===== src/sle_pkg.sv =====
// Package for the sorted list engine.
// Holds the command and result word types, the cell control struct and codes.
// No dependencies.
package sle_pkg;

  typedef logic signed [31:0] word_t;

  // Command codes.
  localparam logic [1:0] CMD_INSERT = 2'd0;
  localparam logic [1:0] CMD_POP    = 2'd1;
  localparam logic [1:0] CMD_DELETE = 2'd2;

  // Status codes.
  localparam logic [1:0] ST_OK    = 2'd0;
  localparam logic [1:0] ST_FULL  = 2'd1;
  localparam logic [1:0] ST_EMPTY = 2'd2;

  // One command word.
  typedef struct packed {
    logic [1:0] command;
    word_t      value;
  } cmd_word_t;

  // One result word.
  typedef struct packed {
    logic [1:0] status;
    logic [4:0] entry_count;
    word_t      popped_value;
    logic [4:0] removed_count;
    logic       head_valid;
    word_t      head_value;
  } rsp_word_t;

  // Operation that every cell of the chain performs.
  typedef enum logic [1:0] {
    OP_HOLD     = 2'd0,
    OP_INSERT   = 2'd1,
    OP_POP      = 2'd2,
    OP_DEL_STEP = 2'd3
  } cell_op_t;

  // Control broadcast to all cells.
  typedef struct packed {
    cell_op_t op;
    word_t    key;
  } cell_ctl_t;

endpackage


===== src/sle_cell.sv =====
// One storage cell of the sorted chain: a value and its occupancy bit.
// Exchanges data with its two neighbors only. Depends on sle_pkg.
module sle_cell import sle_pkg::*; (
  input  logic      clk,
  input  logic      rst,
  input  cell_ctl_t ctl,
  input  logic      left_ge,
  input  word_t     left_value,
  input  logic      left_valid,
  input  word_t     right_value,
  input  logic      right_valid,
  output word_t     cell_value,
  output logic      cell_valid,
  output logic      ge,
  output logic      eq
);

  word_t value_next;
  logic  valid_next;

  // An empty cell counts as greater than any key, so the ge flags stay monotone.
  assign ge = !cell_valid || (cell_value >= ctl.key);
  assign eq = cell_valid && (cell_value == ctl.key);

  // Local update rule for each operation.
  always_comb begin
    value_next = cell_value;
    valid_next = cell_valid;
    case (ctl.op)
      OP_INSERT: begin
        if (left_ge) begin
          value_next = left_value;
          valid_next = left_valid;
        end else if (ge) begin
          value_next = ctl.key;
          valid_next = 1'b1;
        end
      end
      OP_POP: begin
        value_next = right_value;
        valid_next = right_valid;
      end
      OP_DEL_STEP: begin
        if (ge) begin
          value_next = right_value;
          valid_next = right_valid;
        end
      end
      default: begin
        value_next = cell_value;
        valid_next = cell_valid;
      end
    endcase
  end

  // The value carries no reset; only the occupancy bit is cleared.
  always_ff @(posedge clk) begin
    cell_value <= value_next;
    if (rst) begin
      cell_valid <= 1'b0;
    end else begin
      cell_valid <= valid_next;
    end
  end

endmodule


===== src/sle_chain.sv =====
// Row of sorted storage cells with neighbor links and a match flag.
// Depends on sle_pkg and sle_cell.
module sle_chain import sle_pkg::*; #(
  parameter int DEPTH = 16
) (
  input  logic      clk,
  input  logic      rst,
  input  cell_ctl_t ctl,
  output word_t     head_value,
  output logic      head_valid,
  output logic      any_eq
);

  word_t            values [DEPTH];
  logic [DEPTH-1:0] valids;
  logic [DEPTH-1:0] ges;
  logic [DEPTH-1:0] eqs;

  // Each cell sees its left neighbor's ge flag and both neighbors' contents.
  for (genvar i = 0; i < DEPTH; i++) begin : g_cell
    logic  l_ge;
    word_t l_value;
    logic  l_valid;
    word_t r_value;
    logic  r_valid;

    if (i == 0) begin : g_first
      assign l_ge    = 1'b0;
      assign l_value = '0;
      assign l_valid = 1'b0;
    end else begin : g_mid
      assign l_ge    = ges[i-1];
      assign l_value = values[i-1];
      assign l_valid = valids[i-1];
    end

    if (i == DEPTH - 1) begin : g_last
      assign r_value = '0;
      assign r_valid = 1'b0;
    end else begin : g_inner
      assign r_value = values[i+1];
      assign r_valid = valids[i+1];
    end

    sle_cell u_cell (
      .clk         (clk),
      .rst         (rst),
      .ctl         (ctl),
      .left_ge     (l_ge),
      .left_value  (l_value),
      .left_valid  (l_valid),
      .right_value (r_value),
      .right_valid (r_valid),
      .cell_value  (values[i]),
      .cell_valid  (valids[i]),
      .ge          (ges[i]),
      .eq          (eqs[i])
    );
  end

  // The smallest entry always sits in the first cell.
  assign head_value = values[0];
  assign head_valid = valids[0];
  assign any_eq     = |eqs;

endmodule


===== src/sorted_list_engine_top.sv =====
// Top level of the sorted list engine: command decode, entry count and result.
// Depends on sle_pkg and sle_chain.
//
//   Channel   Direction  Handshake                     Word
//   command   in         start high, busy low          cmd    (cmd_word_t)
//   result    out        done high for one cycle       result (rsp_word_t)
//
// Insert, pop and unused codes are executed at the accepting edge; the result
// follows in the next cycle with busy low, so these commands run one per cycle.
// Delete removes one matching entry per cycle, one shift step of the chain, and
// holds busy until no match is left; then it reports.
// Synchronous active-high reset empties the list; stored values keep no reset.
// The receiver cannot stall: each result is shown for exactly one cycle.
module sorted_list_engine_top import sle_pkg::*; #(
  parameter int DEPTH = 16
) (
  input  logic      clk,
  input  logic      rst,
  input  logic      start,
  output logic      busy,
  input  cmd_word_t cmd,
  output logic      done,
  output rsp_word_t result
);

  localparam int CW = $clog2(DEPTH + 1);

  typedef enum logic [1:0] {
    S_IDLE = 2'b01,
    S_DEL  = 2'b10
  } state_t;

  state_t       state;
  state_t       state_next;
  logic [CW-1:0] count;
  logic [CW-1:0] removed;
  logic [1:0]   status;
  word_t        popped;
  word_t        del_key;

  cell_ctl_t    ctl;
  word_t        chain_head;
  logic         chain_head_valid;
  logic         any_eq;
  logic         accept;
  logic         full;
  logic         empty;
  logic [CW+4:0] count_ext;
  logic [CW+4:0] removed_ext;

  assign accept = start && !busy;
  assign busy   = (state == S_DEL);
  assign full   = (count == CW'(DEPTH));
  assign empty  = (count == '0);

  // Chain operation for this cycle.
  always_comb begin
    ctl.key = (state == S_DEL) ? del_key : cmd.value;
    ctl.op  = OP_HOLD;
    if (state == S_DEL) begin
      ctl.op = any_eq ? OP_DEL_STEP : OP_HOLD;
    end else if (accept) begin
      unique case (cmd.command)
        CMD_INSERT: ctl.op = full ? OP_HOLD : OP_INSERT;
        CMD_POP:    ctl.op = empty ? OP_HOLD : OP_POP;
        default:    ctl.op = OP_HOLD;
      endcase
    end
  end

  sle_chain #(
    .DEPTH (DEPTH)
  ) u_chain (
    .clk        (clk),
    .rst        (rst),
    .ctl        (ctl),
    .head_value (chain_head),
    .head_valid (chain_head_valid),
    .any_eq     (any_eq)
  );

  // Next state of the controller.
  always_comb begin
    state_next = state;
    unique case (state)
      S_IDLE: if (accept && cmd.command == CMD_DELETE) state_next = S_DEL;
      S_DEL:  if (!any_eq) state_next = S_IDLE;
      default: state_next = S_IDLE;
    endcase
  end

  // Control registers: state, entry count and the result strobe.
  always_ff @(posedge clk) begin
    if (rst) begin
      state <= S_IDLE;
      count <= '0;
      done  <= 1'b0;
    end else begin
      state <= state_next;
      done  <= 1'b0;
      if (state == S_DEL) begin
        if (any_eq) begin
          count <= count - CW'(1);
        end else begin
          done <= 1'b1;
        end
      end else if (accept) begin
        done <= (cmd.command != CMD_DELETE);
        if (ctl.op == OP_INSERT) begin
          count <= count + CW'(1);
        end else if (ctl.op == OP_POP) begin
          count <= count - CW'(1);
        end
      end
    end
  end

  // Result fields held until the strobe.
  always_ff @(posedge clk) begin
    if (state == S_DEL) begin
      if (any_eq) begin
        removed <= removed + CW'(1);
      end
    end else if (accept) begin
      del_key <= cmd.value;
      status  <= ST_OK;
      popped  <= '0;
      removed <= '0;
      unique case (cmd.command)
        CMD_INSERT: begin
          if (full) begin
            status <= ST_FULL;
          end
        end
        CMD_POP: begin
          if (empty) begin
            status <= ST_EMPTY;
          end else begin
            popped  <= chain_head;
            removed <= CW'(1);
          end
        end
        default: begin
          status <= ST_OK;
        end
      endcase
    end
  end

  // Counts are reported in a 5-bit field.
  assign count_ext   = {5'd0, count};
  assign removed_ext = {5'd0, removed};

  always_comb begin
    result.status        = status;
    result.entry_count   = count_ext[4:0];
    result.popped_value  = popped;
    result.removed_count = removed_ext[4:0];
    result.head_valid    = !empty;
    result.head_value    = empty ? word_t'(0) : chain_head;
  end

  // The entry count never exceeds the depth of the chain.
  a_count_range: assert property (@(posedge clk) disable iff (rst)
    count <= CW'(DEPTH))
    else $error("entry count above depth");

  // The first cell is occupied exactly when the count is nonzero.
  a_head_matches_count: assert property (@(posedge clk) disable iff (rst)
    chain_head_valid == !empty)
    else $error("head occupancy disagrees with count");

  // An insert into a list with room reports in the next cycle with one more entry.
  a_insert_grows: assert property (@(posedge clk) disable iff (rst)
    accept && cmd.command == CMD_INSERT && !full
    |=> done && count == $past(count) + CW'(1))
    else $error("insert did not add an entry");

  // A delete pass with no remaining match ends and reports next cycle.
  a_delete_ends: assert property (@(posedge clk) disable iff (rst)
    state == S_DEL && !any_eq |=> done && !busy)
    else $error("delete did not finish");

endmodule

===== config.mk =====
export PLATFORM = sky130hd
export DESIGN_NAME = sorted_list_engine_top
export DESIGN_NICKNAME = d
export VERILOG_FILES = /design/src/sle_pkg.sv /design/src/sle_cell.sv /design/src/sle_chain.sv /design/src/sorted_list_engine_top.sv
export SDC_FILE = /design/constraint.sdc
export NUM_CORES = 2
export LEC_CHECK = 0
export BUFFER_PORTS_ARGS = -buffer_cell sky130_fd_sc_hd__buf_2
export CAP_MARGIN = 30
export CORE_ASPECT_RATIO = 0.8
export CORE_MARGIN = 2
export CORE_UTILIZATION = 35
export DETAILED_ROUTE_END_ITERATION = 6
export PLACE_DENSITY_LB_ADDON = 0.25
export REMOVE_ABC_BUFFERS = 1
export SLEW_MARGIN = 20
export SYNTH_ARGS = -nofsm -noshare
export SYNTH_HDL_FRONTEND = slang
export SYNTH_SLANG_ARGS = --single-unit

===== constraint.sdc =====
create_clock -name clk -period 17.48 [get_ports clk]
set_input_delay 1.748 -clock clk [delete_from_list [all_inputs] [get_ports clk]]
set_output_delay 1.748 -clock clk [all_outputs]
set_load 0.005 [all_outputs]

==> impl_metrics.yaml <==
outcome:
  status: "finished clean"
power:
  powerDensity_nw_per_um2: 84.6
  sw_frac_of_total: 0.309
  netSwitchingPower_mw: 1.23
  power_frac_comb: 0.184
  p_clk_frac: 0.363
  internal_power_mw: 2.76
  seq_power_share: 0.453
  power.leakage_nw: 17.2
  vdd_drop_max_mv: 0.0631
hold_path:
  min_path_type: "flip-flop to flip-flop"
  hp-start: "u_chain.g_cell[5].u_cell.cell_valid"
  hold_depth: 2
  hold-path-endpoint: "u_chain.g_cell[6].u_cell.cell_valid"
route:
  drtPass1Iterations: 6
  drt_iter0_drc: 5354
  num_vias: 36100
  drt_wl_total_um: 164000
  final_antenna_net_count: 0
  vias_per_cell: 5.90
  drc: 0
  wire_per_inst_um: 26.8
final_layout:
  design_area_um2: 47200
  area_growth_pct: 10.6
  multi_input_area_um2: 23200
  final_cells: 6125
  nets: 4935
  drive_above_1_share: 0.0860
  diodes: 0
  final_common_cell: "nand2_1"
  ff_latch_area_um2: 18000
  mostFrequentLayoutCells: "779 x nand2_1, 583 x edfxtp_1, 517 x o21ai_0, 449 x ha_1, 233 x mux2i_1"
  fillers: 12000
global_routing:
  antenna_found_initial: 5
  grt_max_degree: 248
  grt_overflow_total: 0
  grt_use_total: 0.257
  grt_pass1_vias: 32500
  grt_pass1_wl_um: 236000
clocking:
  cts_resized: 0
  cts_tree: "done"
  htree_levels: 3
  cts_made_buffers: 69
  cts_root_buf: "clkbuf_16"
  clock_sinks: 607
  cts.clk_slew.worst_paths_ns: 0.06
  post_cts_buffers: 0
  cts_hold_buf: 0
  cts_buffer_depth: 3
  clkLatencyLatePin_ns: 0.67
synth:
  synth-compound-area-share: 0.184
  yosys.area.top_type: "edfxtp_1"
  syn_area_um2: 42600
  synth_top_family_by_area: "compound AO/OA/AOI/OAI gates"
  async_flop_share: 0
  ys.flop_type: "edfxtp_1"
  synth_cells: 4431
  synthTopCellsByArea: "edfxtp_1 41%, ha_1 13%, nand2_1 6.9%, o21ai_0 6.1%, mux2i_1 5.5%"
  synth_edf_count: 583
  synthSimpleGateAreaFrac: 0.154
  avgSynthCellArea_um2: 9.62
  synth_xor_area_frac: 0.00986
  synthMuxAreaShare: 0.0573
  synth_cell_types: 95
  ys_seq_elements: 607
  synth-adder-area-share: 0.133
  ys_seq_area_frac: 0.422
  yosys_warnings: 0
  synth_top_area_frac: 0.411
setup_path:
  reg2reg_depth: 18
  r2r_slack_ns: 7.71
  crit_arrival_ns: 10.15
  critPathKind: "flip-flop to flip-flop"
  crit_required_ns: 17.86
  crit_path_end_kind: "flip-flop"
  cp_max_fo: 247
  worst_setup_path_start_kind: "flip-flop"
  timing.rr.start: "state[0]"
  r2r_end: "u_chain.g_cell[8].u_cell.cell_value[0]"
floorplan:
  die_area_um2: 125000
  core-area_um2: 121000
  die_y_um: 316
  rows: 114
  initial_core_util: 0.353
  die_w_um: 394
  boundaryPins: 116
placed_design:
  gp_congestion: 1.00
  dp_hpwl_um: 115000
  io_buffers: 115
  dp_cells: 5993
  dpl_cell_area_um2: 44900
sta:
  tightest_slew_ns: 1.12
  rsz0062_at_grt: "false"
  hold_viol_final: 0
  setup_viol: 0
  fin_setup_tns_ns: 0
  fin_crit_sh: 0.559
  fin_crit_ns: 9.77
  hold_slack_ns: 0.519
  drv_slew: 0
  maxSlewHeadroom: 0.249
  finalClockSkew_ns: 0.0343
  max_clock_freq_mhz: 102
job:
  drv_cap: 0
[metal layers]
| layer | track usage | routed length [µm] | share of wire |
|---|---|---|---|
| met1 | 0.413 | 80300 | 0.49 |
| met2 | 0.330 | 61200 | 0.37 |
| met4 | 0.0810 | 5450 | 0.033 |
| met5 | 0 | 39 | 0.00024 |
| met3 | 0.0540 | 17300 | 0.11 |
[Yosys cell counts (25+ instances only)]
master    count
a21oi_1     180
o21ai_0     519
nand2_1     781
o311ai_1     36
nor2_1      180
clkinv_1     26
nor2b_1      48
inv_1        77
nor3_1       34
xnor2_1      37
edfxtp_1    583
a211oi_1     28
nand3_1     106
buf_2        84
nand4_1      83
buf_4        25
mux2i_1     236
ha_1        449
clkbuf_1    121
o21ai_1     176
a21o_1      114
a211oi_2     31
nand2b_1     25
and2_1       65
[cell type report]
cell class	count	share of cell area
sequential	607	0.381
tap	1624	0.0431
clock inverter	29	0.00438
multi-input combinational	3460	0.493
clock buffer	94	0.0401
inverter	105	0.00841
timing repair buffer	206	0.0297
[metrics by stage]
stage               setup WS, ns  power [mW]  utilization
finish                      7.71        3.99        0.390
global route                7.44        4.12        0.390
CTS                         7.98        3.98        0.389
detailed placement          7.97        2.54        0.372
global placement            8.19        2.53        0.371
floorplan                   3.59        2.26            -
[kinds of logic after synthesis]
group                      count (synthesis)
xor gates and xnor gates                  48
AOI/OAI and AO/OA                       1281
buffers and inverters                    364
and+or+nand+nor                         1433
DFF                                      607
muxes                                    243
adders and majority gates                455
[critical path: stages, from the launching register on]
cell	delay (ns)
dfxtp_1	0.58
nand2b_4	0.46
buf_4	0.54
buf_4	0.59
nand2_1	0.12
nand2_1	0.28
clkinv_1	0.75
ha_1	0.61
nand3_1	0.20
nor4_1	0.49
o21ai_0	0.48
or4_1	0.79
o32a_1	0.22
and4_1	0.19
a21o_1	0.40
nand2_8	0.65
buf_12	0.71
buf_4	0.76
o21ai_0	0.21
[power groups by stage]
stage                     Combinational [mW]  Sequential [mW]  Clock (mW)
final                                  0.734             1.81        1.45
after global placement                 0.692             1.84           0
after global routing                   0.799             1.82        1.51
after CTS                              0.709             1.80        1.46
after floorplan                        0.464             1.80           0
after detailed placement               0.705             1.83           0
[worst max-delay path by stage]
stage	startpoint	end
after CTS	state[0]	u_chain.g_cell[9].u_cell.cell_value[27]
after global placement	state[0]	u_chain.g_cell[11].u_cell.cell_value[25]
final	state[0]	u_chain.g_cell[8].u_cell.cell_value[0]
after floorplan	cmd[4]	u_chain.g_cell[0].u_cell.cell_value[31]
after global routing	state[0]	u_chain.g_cell[10].u_cell.cell_value[28]
after detailed placement	state[0]	u_chain.g_cell[9].u_cell.cell_value[24]
[registers in the layout, summed over array words and instances (netlist names)]
name	cells
count	5
del_key	32
done	1
popped	32
removed	5
state	2
status	2
u_chain.g_cell.u_cell.cell_valid	16
u_chain.g_cell.u_cell.cell_value	512
Power figures use the tool's default switching activity.
